<file path="src/sv/cfc_pkg.sv">
package cfc_pkg;

   // Frame layout
   localparam int unsigned PosWidth = 5;
   localparam logic [PosWidth-1:0] PosHeaderEnd = 5'd3;
   localparam logic [PosWidth-1:0] PosEuiFirst  = 5'd11;
   localparam logic [PosWidth-1:0] PosEuiLast   = 5'd18;
   localparam logic [PosWidth-1:0] PosShortMax  = 5'd18;
   localparam logic [PosWidth-1:0] PosLimit     = 5'd20;

   localparam logic [7:0] HeaderByte0   = 8'hE5;
   localparam logic [7:0] HeaderByte1   = 8'hFC;
   localparam logic [7:0] HeaderByte2   = 8'h29;
   localparam logic [7:0] BroadcastByte = 8'hFF;

   localparam logic [63:0] GatewayEuiReset = 64'h0095_6901_0000_00BB;

   typedef logic [PosWidth-1:0] pos_type;

   typedef enum logic [2:0] {
      STATUS_GATEWAY   = 3'd0,
      STATUS_BROADCAST = 3'd1,
      STATUS_MISMATCH  = 3'd2,
      STATUS_CHECKSUM  = 3'd3,
      STATUS_HEADER    = 3'd4,
      STATUS_SHORT     = 3'd5
   } status_type;

   // One received item
   typedef struct packed {
      logic [7:0] frame_byte;
      logic       last_byte;
   } item_type;

   // Tracker view handed to the top level
   typedef struct packed {
      status_type status;
      pos_type    position;
   } track_type;

   // Expected header byte at positions 0 to 2
   function automatic logic [7:0] header_byte(input logic [1:0] idx);
      logic [7:0] value;
      case (idx)
         2'd0:    value = HeaderByte0;
         2'd1:    value = HeaderByte1;
         default: value = HeaderByte2;
      endcase
      return value;
   endfunction

endpackage

</file>
<file path="src/sv/cfc_tracker.sv">
module cfc_tracker (
   input  logic              clock,
   input  logic              reset,
   input  logic              accept,
   input  cfc_pkg::item_type item,
   input  logic [63:0]       gateway_eui,
   output cfc_pkg::track_type track
);
   import cfc_pkg::*;

   pos_type    position_ff,  position_in;
   logic       header_ff,    header_in;
   logic [7:0] sum_ff,       sum_in;
   logic       gateway_ff,   gateway_in;
   logic       broadcast_ff, broadcast_in;

   logic [2:0] eui_idx;
   logic [7:0] eui_want;
   logic       in_eui;
   status_type status;

   // Pick the gateway byte for this EUI position, byte 11 is the top byte
   assign eui_idx  = 3'(PosEuiLast - position_ff);
   assign eui_want = gateway_eui[{eui_idx, 3'b000} +: 8];
   assign in_eui   = (position_ff >= PosEuiFirst) && (position_ff <= PosEuiLast);

   // Judge the frame on its last byte
   always_comb begin
      if (position_ff <= PosShortMax) begin
         status = STATUS_SHORT;
      end else if (!header_ff) begin
         status = STATUS_HEADER;
      end else if (sum_ff != item.frame_byte) begin
         status = STATUS_CHECKSUM;
      end else if (broadcast_ff) begin
         status = STATUS_BROADCAST;
      end else if (gateway_ff) begin
         status = STATUS_GATEWAY;
      end else begin
         status = STATUS_MISMATCH;
      end
   end

   // Advance the frame state on each accepted item
   always_comb begin
      position_in  = position_ff;
      header_in    = header_ff;
      sum_in       = sum_ff;
      gateway_in   = gateway_ff;
      broadcast_in = broadcast_ff;
      if (accept) begin
         if (item.last_byte) begin
            position_in  = '0;
            header_in    = 1'b1;
            sum_in       = '0;
            gateway_in   = 1'b1;
            broadcast_in = 1'b1;
         end else begin
            if (position_ff < PosHeaderEnd) begin
               if (item.frame_byte != header_byte(position_ff[1:0])) begin
                  header_in = 1'b0;
               end
            end else begin
               sum_in = sum_ff + item.frame_byte;
            end
            if (in_eui) begin
               if (item.frame_byte != BroadcastByte) begin
                  broadcast_in = 1'b0;
               end
               if (item.frame_byte != eui_want) begin
                  gateway_in = 1'b0;
               end
            end
            if (position_ff < PosLimit) begin
               position_in = position_ff + 5'd1;
            end
         end
      end
   end

   always_ff @(posedge clock) begin
      if (reset) begin
         position_ff  <= '0;
         header_ff    <= 1'b1;
         sum_ff       <= '0;
         gateway_ff   <= 1'b1;
         broadcast_ff <= 1'b1;
      end else begin
         position_ff  <= position_in;
         header_ff    <= header_in;
         sum_ff       <= sum_in;
         gateway_ff   <= gateway_in;
         broadcast_ff <= broadcast_in;
      end
   end

   assign track.status   = status;
   assign track.position = position_ff;

endmodule

</file>
<file path="config.mk">
export PLATFORM = sky130hd
export DESIGN_NAME = cfc_tracker
export DESIGN_NICKNAME = d
export VERILOG_FILES = /design/src/sv/cfc_pkg.sv /design/src/sv/cfc_tracker.sv
export SDC_FILE = /design/constraint.sdc
export NUM_CORES = 1
export LEC_CHECK = 0
export ABC_AREA = 1
export BUFFER_PORTS_ARGS = -buffer_cell sky130_fd_sc_hd__buf_2
export CORE_MARGIN = 2
export CORE_UTILIZATION = 52
export CTS_BUF_LIST = sky130_fd_sc_hd__clkbuf_16
export DETAILED_ROUTE_END_ITERATION = 6
export GPL_ROUTABILITY_DRIVEN = 0
export PLACE_DENSITY = 0.87
export SYNTH_ARGS = -nofsm -noshare
export SYNTH_HDL_FRONTEND = slang
export SYNTH_SLANG_ARGS = --single-unit
</file>
<file path="constraint.sdc">
create_clock -name clock -period 5.2 [get_ports clock]
set_input_delay 0.26 -clock clock [delete_from_list [all_inputs] [get_ports clock]]
set_output_delay 0.26 -clock clock [all_outputs]
set_load 0.01 [all_outputs]
</file>
==> results.py, run 1 <==
metrics = {
    "layout": {
        "insertedDiodeCount": 0,
        "finish.net_count": 501,
        "fill_cells": 357,
        "area_growth_pct": 23.85,
        "post_route_cells_drive_above_1_share": 0.2366,
    },
    "power_and_ir_drop": {
        "pwr_density_cell_nw_per_um2": 183.3,
        "vdd_drop_max_uv": 179.0,
        "static-leakage-power_uw": 0.001287,
    },
    "yosys": {
        "yosysWarnings": 0,
        "synth_top_flop_cell": "sky130_fd_sc_hd__dfxtp_1",
        "yosys-top-cells-area": "sky130_fd_sc_hd__nand2_1 (25%), sky130_fd_sc_hd__dfxtp_1 (17%), sky130_fd_sc_hd__nand3_1 (16%)",
        "syn_area_sq_um": 1926,
        "synth_edf_count": 0,
        "ys_seq_elements": 16,
        "synth.lib_cells_used.distinct": 31,
        "yosysMostFrequentCell": "sky130_fd_sc_hd__nand2_1",
        "async_set_or_reset_register_ratio_after_synthesis": 0,
        "proportion_of_synthesized_chip_area_in_sequential_cells": 0.1663,
        "synth_top_area_frac": 0.2515,
        "synthesis.area_per_instance_sq_um": 5.783,
        "synth.largest_area_cell": "sky130_fd_sc_hd__nand2_1",
        "synth_nets": 423,
        "synthTopCellsByCount": "sky130_fd_sc_hd__nand2_1 (129), sky130_fd_sc_hd__nand3_1 (63), sky130_fd_sc_hd__inv_1 (24)",
        "synthCells": 333,
    },
    "detailed_routing": {
        "routed_wl_per_cell_microns": 11.31,
        "vias_per_cell": 5.301,
        "first_iter_violations": 174,
        "drc": 0,
        "drtAntennaViolNets": 0,
        "finalWirelength_microns": 5178,
        "drt_first_pass_iters": 4,
        "num_vias": 2428,
    },
    "grt": {
        "vias_in_the_first_global_route": 2115,
        "grt_start_max_net_pins": 38,
        "global_route_wire_length_before_repair_microns": 8742,
        "total_gr_overflow": 0,
        "met2_resource_use_gr": 0.4510,
        "antenna_violations_before_repair": 0,
        "met3_usage": 0.04167,
        "globalRouteTotalUtil": 0.2536,
        "grt-busiest-layer": "met2",
        "grt_use_met1": 0.3072,
    },
    "timing": {
        "timing.final.crit_period_ps": 2345,
        "finalCritPeriodShare": 0.4510,
        "setup_tns_ps": 0,
        "final.setup_skew_ps": 3.900,
        "setup_viol": 0,
        "timing.max_slew.rel_slack": 0.6039,
        "hold_viol": 0,
        "timing_max_transition_violations_final": 0,
        "rsz0062_at_grt": "false",
        "worst-slew-pin-transition_ps": 594.1,
        "whs_ps": 343.6,
        "achievable-frequency_mhz": 426.4,
    },
    "cts": {
        "numCtsBuffers": 3,
        "ctsRootBufferMaster": "sky130_fd_sc_hd__clkbuf_16",
        "clock_latency_ps": 250,
        "cts_tree": "done",
        "cts_repair_resize_count": 0,
        "holdBufCountCts": 0,
        "clkTransAtPathRegs_ps": 50,
        "ctsLongestPathBuffers": 2,
        "cts.htree.levels": 1,
        "clock_sink_count": 16,
        "cts_setup_buffers": 0,
    },
    "die": {
        "initial_utilization": 0.5340,
        "die_height_microns": 64.85,
        "dieWidth_microns": 64.85,
        "io_pins": 84,
        "die_area_sq_um": 4206,
        "core_area_sq_um": 3606,
        "row_count": 22,
    },
    "setup_path": {
        "worstPathRequired_ps": 5400,
        "cp_data_arrival_time_ps": 2540,
        "worstSetupStartpoint": "position_ff[1]$_SDFFE_PP0P_",
        "r2r-start": "position_ff[1]$_SDFFE_PP0P_",
        "critPathMaxFanout": 17,
        "path_type_of_the_worst_setup_path": "reg -> reg",
        "end_kind": "flop",
        "crit_path_start_kind": "flop",
    },
    "run": {
        "max-cap-violations": 0,
    },
    "hold_path": {
        "worstHoldStart": "reset",
        "worst_hold_path_type": "in -> reg",
    },
    "status": {
        "status": "finished clean",
    },
    "place": {
        "post_detailed_placement_half_perimeter_wirelength_microns": 4017,
        "portBuffers": 83,
    },
}
==> power by group <==
group | leakage, uW | switching, uW | internal [uW]
clock network | 0.0000385 | 51.8 | 102
logic | 0.00112 | 91.3 | 63.7
registers | 0.000130 | 2.88 | 125
==> cell families (layout without fill, tap and decap cells) <==
family                   Yosys count  in the layout  synth area share
adder cells (fa/ha/maj)           14             14           0.09487
XOR/XNOR                           2              2          0.009098
AND/OR/NAND/NOR                  226            226            0.5140
AO/OA/AOI/OAI                     35             35            0.1007
flip-flops                        16             16            0.1663
buffers and inverters             40            117            0.1150
==> flip-flops by register name (all words and copies together) (netlist names) <==
signal	flops
broadcast_ff	1
position_ff	5
header_ff	1
sum_ff	8
gateway_ff	1
==> worst paths after layout <==
| check | cells after the start | slack, ps | to |
|---|---|---|---|
| max reg2reg | 14 | 2850 | gateway_ff$_SDFFE_PP1P_ |
| min | 2 | 340 | sum_ff[6]$_SDFFE_PP0P_ |
| min reg2reg | 2 | 460 | gateway_ff$_SDFFE_PP1P_ |
| max | 14 | 2850 | gateway_ff$_SDFFE_PP1P_ |
==> cells in the final DEF (no fill, tap or decap), types with 2 or more instances in the layout <==
| master | instances |
|---|---|
| sky130_fd_sc_hd__a211oi_1 | 2 |
| sky130_fd_sc_hd__nor3b_1 | 2 |
| sky130_fd_sc_hd__nor2_1 | 11 |
| sky130_fd_sc_hd__inv_2 | 3 |
| sky130_fd_sc_hd__nand2_2 | 2 |
| sky130_fd_sc_hd__xor2_1 | 2 |
| sky130_fd_sc_hd__ha_1 | 13 |
| sky130_fd_sc_hd__nor3_1 | 4 |
| sky130_fd_sc_hd__o21ai_0 | 9 |
| sky130_fd_sc_hd__dfxtp_1 | 16 |
| sky130_fd_sc_hd__nor4_1 | 2 |
| sky130_fd_sc_hd__nand2_1 | 129 |
| sky130_fd_sc_hd__or2_2 | 2 |
| sky130_fd_sc_hd__nand3b_1 | 6 |
| sky130_fd_sc_hd__buf_2 | 83 |
| sky130_fd_sc_hd__a21oi_1 | 18 |
| sky130_fd_sc_hd__clkbuf_16 | 3 |
| sky130_fd_sc_hd__nand3_1 | 63 |
| sky130_fd_sc_hd__inv_1 | 24 |
| sky130_fd_sc_hd__o211ai_1 | 2 |
| sky130_fd_sc_hd__nand4_1 | 4 |
==> area by class of cell <==
type | count | area [sq um] | area share
timing repair buffer | 84 | 422.9 | 0.1773
clock buffer | 3 | 75.07 | 0.03148
clock inverter | 1 | 3.754 | 0.001574
multi-input combinational | 277 | 1384 | 0.5803
sequential | 16 | 320.3 | 0.1343
tap | 48 | 60.06 | 0.02518
inverter | 29 | 118.9 | 0.04984
==> stage by stage <==
stage	worst slack [ps]	util	instance area [sq um]	total power, uW	instances
final	2855	0.6613	2385	437.1	458
after global routing	2626	0.6613	2385	465.7	458
after CTS	2903	0.6613	2385	438.7	458
after detailed placement	2914	0.6395	2306	283.5	454
after global placement	2976	0.6395	2306	281.2	454
after floorplan	3084	-	1926	241.2	333
==> critical path, stage by stage (launching register included) <==
cell and delay [ps]:
sky130_fd_sc_hd__dfxtp_1 430, sky130_fd_sc_hd__inv_1 140, sky130_fd_sc_hd__ha_1 690, sky130_fd_sc_hd__inv_4 190
sky130_fd_sc_hd__nand3_1 130, sky130_fd_sc_hd__nand3_1 120, sky130_fd_sc_hd__nand2_1 80, sky130_fd_sc_hd__nand2_1 50
sky130_fd_sc_hd__nand2_1 50, sky130_fd_sc_hd__nand2_1 50, sky130_fd_sc_hd__nor2_1 140, sky130_fd_sc_hd__nand2_1 70
sky130_fd_sc_hd__nand2_1 50, sky130_fd_sc_hd__nand2_1 40, sky130_fd_sc_hd__nand2_1 40
==> metal layers <==
| layer | up-vias | share of wire |
|---|---|---|
| li1 | 1263 | - |
| met1 | 1076 | 0.43 |
| met2 | 76 | 0.49 |
| met3 | 13 | 0.054 |
| met4 | 0 | 0.017 |
| met5 | - | 0 |
Note: power is estimated with default switching activity, not from simulation.
==> inputs of run 2 (changes only) <==
- CORE_UTILIZATION: 52 -> 44
- PLACE_DENSITY: 0.87 -> 0.78
- clock period: 5.2 -> 2.15 ns (I/O delays scaled with it)
==> run 2 against run 1 <==
Net effect: combinational power increased to 2.5 times the previous value; cell area grew 1.5%; clock skew rose by 1.6 ps; global-route usage is 2.2 points lower; utilization decreased by 9.8 points; hold slack worse by 160 ps; routed wire length rose by 4.9%; sequential power up 140%; flip-flop and latch count is the same; register-to-register slack got worse by 2600 ps; clock power rose to 2.5 times the previous value; via count up 0.49%; largest power group is now clock.
==> results.py, run 2 (same netlist as run 1, synthesis figures left out) <==
metrics = {
    "power_and_ir_drop": {
        "combinationalPowerShare": 0.357,
        "internal_power_uw": 711.8,
        "pwr_density_cell_nw_per_um2": 449.3,
        "power_frac_clock": 0.359,
        "p_sw_uw": 375.6,
        "p_seq_frac": 0.284,
        "static-leakage-power_uw": 0.001307,
        "vdd_drop_max_uv": 315.6,
        "power.switching_fraction": 0.3454,
    },
    "timing": {
        "timing_max_transition_violations_final": 0,
        "achievable-frequency_mhz": 512.9,
        "rsz0062_at_grt": "false",
        "setup_viol": 0,
        "timing.final.crit_period_ps": 1950,
        "final.setup_skew_ps": 5.501,
        "hold_viol": 0,
        "post-route-worst-setup-slack_ps": 200.4,
        "setup_tns_ps": 0,
        "finalCritPeriodShare": 0.9068,
        "timing.max_slew.rel_slack": 0.7856,
        "worst-slew-pin-transition_ps": 321.2,
    },
    "layout": {
        "most-common-layout-cells": "sky130_fd_sc_hd__nand2_1 (129), sky130_fd_sc_hd__buf_2 (83), sky130_fd_sc_hd__nand3_1 (63), sky130_fd_sc_hd__inv_1 (24), sky130_fd_sc_hd__a21oi_1 (18)",
        "multiInputGateArea_sq_um": 1384,
        "post_route_cells_drive_above_1_share": 0.2440,
        "largest_register_ff_count": 8,
        "finish.net_count": 505,
        "fill_cells": 447,
        "register_area_sq_um": 320.3,
        "area_growth_pct": 25.67,
        "regMostFlops": "sum_ff",
        "regs_by_ff_count": "sum_ff: 8 flops, position_ff: 5 flops",
        "insertedDiodeCount": 0,
        "stdcell_count": 466,
        "mostFrequentLayoutCell": "sky130_fd_sc_hd__nand2_1",
        "design_area_sq_um": 2420,
    },
    "setup_path": {
        "worstPathRequired_ps": 2040,
        "crit_path_start_kind": "flop",
        "critPathMaxFanout": 6,
        "worst-r2r-cell-count": 14,
        "cp_data_arrival_time_ps": 1840,
        "path_type_of_the_worst_setup_path": "reg -> out",
        "end_kind": "output pin",
    },
    "grt": {
        "global_route_wire_length_before_repair_microns": 9466,
        "vias_in_the_first_global_route": 2230,
        "grt_start_max_net_pins": 32,
        "total_gr_overflow": 0,
        "antenna_violations_before_repair": 0,
        "globalRouteTotalUtil": 0.2317,
    },
    "cts": {
        "cts.htree.levels": 1,
        "cts_tree": "done",
        "numCtsBuffers": 3,
        "clock_sink_count": 16,
        "clock_latency_ps": 260,
        "ctsLongestPathBuffers": 2,
        "clkTransAtPathRegs_ps": 60,
        "cts_repair_resize_count": 0,
        "ctsRootBufferMaster": "sky130_fd_sc_hd__clkbuf_16",
        "holdBufCountCts": 0,
        "cts_setup_buffers": 0,
    },
    "die": {
        "initial_utilization": 0.4484,
        "die_height_microns": 70.16,
        "core_area_sq_um": 4294,
        "die_area_sq_um": 4922,
        "io_pins": 84,
        "dieWidth_microns": 70.16,
        "row_count": 24,
    },
    "detailed_routing": {
        "first_iter_violations": 99,
        "vias_per_cell": 5.236,
        "finalWirelength_microns": 5432,
        "routed_wl_per_cell_microns": 11.66,
        "num_vias": 2440,
        "drc": 0,
        "drt_first_pass_iters": 4,
        "drtAntennaViolNets": 0,
    },
    "place": {
        "dp_slack_ps": 241.5,
        "portBuffers": 83,
        "placed_cells_incl_taps": 462,
        "post_detailed_placement_half_perimeter_wirelength_microns": 4252,
        "dpl-instance-area_sq_um": 2341,
    },
    "hold_path": {
        "hold-path-cell-count": 2,
        "worst_hold_path_type": "in -> reg",
    },
    "status": {
        "status": "finished clean",
    },
    "run": {
        "max-cap-violations": 0,
    },
}
## run 2: critical path, stage by stage, from the launching register on
cell,delay [ps]
sky130_fd_sc_hd__dfxtp_1,320
sky130_fd_sc_hd__ha_1,350
sky130_fd_sc_hd__nor2_1,110
sky130_fd_sc_hd__nand3_1,80
sky130_fd_sc_hd__nor3_1,280
sky130_fd_sc_hd__inv_1,70
sky130_fd_sc_hd__o21ai_0,160
sky130_fd_sc_hd__nand2_1,70
sky130_fd_sc_hd__buf_2,140
## run 2: metal layers
layer  vias to the layer above  GRT usage  part of all wire  wire length (microns)
met4                         0    0.07265            0.0092                     50
met3                         4    0.03175             0.050                    274
met1                      1097     0.2750              0.42                   2279
li1                       1266          -                 -                      -
met5                         -          0                 0                      0
met2                        73     0.4275              0.52                   2828
## run 2: power by group through the flow
| stage | combinational (uW) | sequential, uW | clock (uW) |
|---|---|---|---|
| 6_report | 388 | 308 | 391 |
| 5_1_grt | 443 | 309 | 406 |
| 4_1_cts | 389 | 308 | 390 |
| 3_5_place_dp | 385 | 315 | 0 |
| 3_3_place_gp | 382 | 314 | 0 |
| 2_1_floorplan | 267 | 316 | 0 |
## run 2: path summary, 6_finish.rpt
| kind | slack (ps) | to | from |
|---|---|---|---|
| worst max-delay path | 200 | track[5] | sum_ff[2]$_SDFFE_PP0P_ |
| worst min-delay path | 180 | sum_ff[3]$_SDFFE_PP0P_ | reset |
| worst max register to register | 240 | gateway_ff$_SDFFE_PP1P_ | position_ff[0]$_SDFFE_PP0P_ |
| worst min register to register | 470 | broadcast_ff$_SDFFE_PP1P_ | broadcast_ff$_SDFFE_PP1P_ |
## run 2: through the flow
step / power, uW / hold WS (ps) / util
after floorplan: 583.3 / 238.9 / -
final: 1087 / 184.7 / 0.5635
after detailed placement: 699.5 / 452.7 / 0.5452
after global placement: 696.5 / 447.9 / 0.5452
after global routing: 1158 / 193.1 / 0.5635
after CTS: 1088 / 184.7 / 0.5635
## run 2: layout make-up
type,instances,area share
multi-input combinational,277,0.5719
clock inverter,1,0.001551
inverter,29,0.04912
clock buffer,3,0.03102
tap,52,0.02689
timing repair buffer,88,0.1872
sequential,16,0.1324
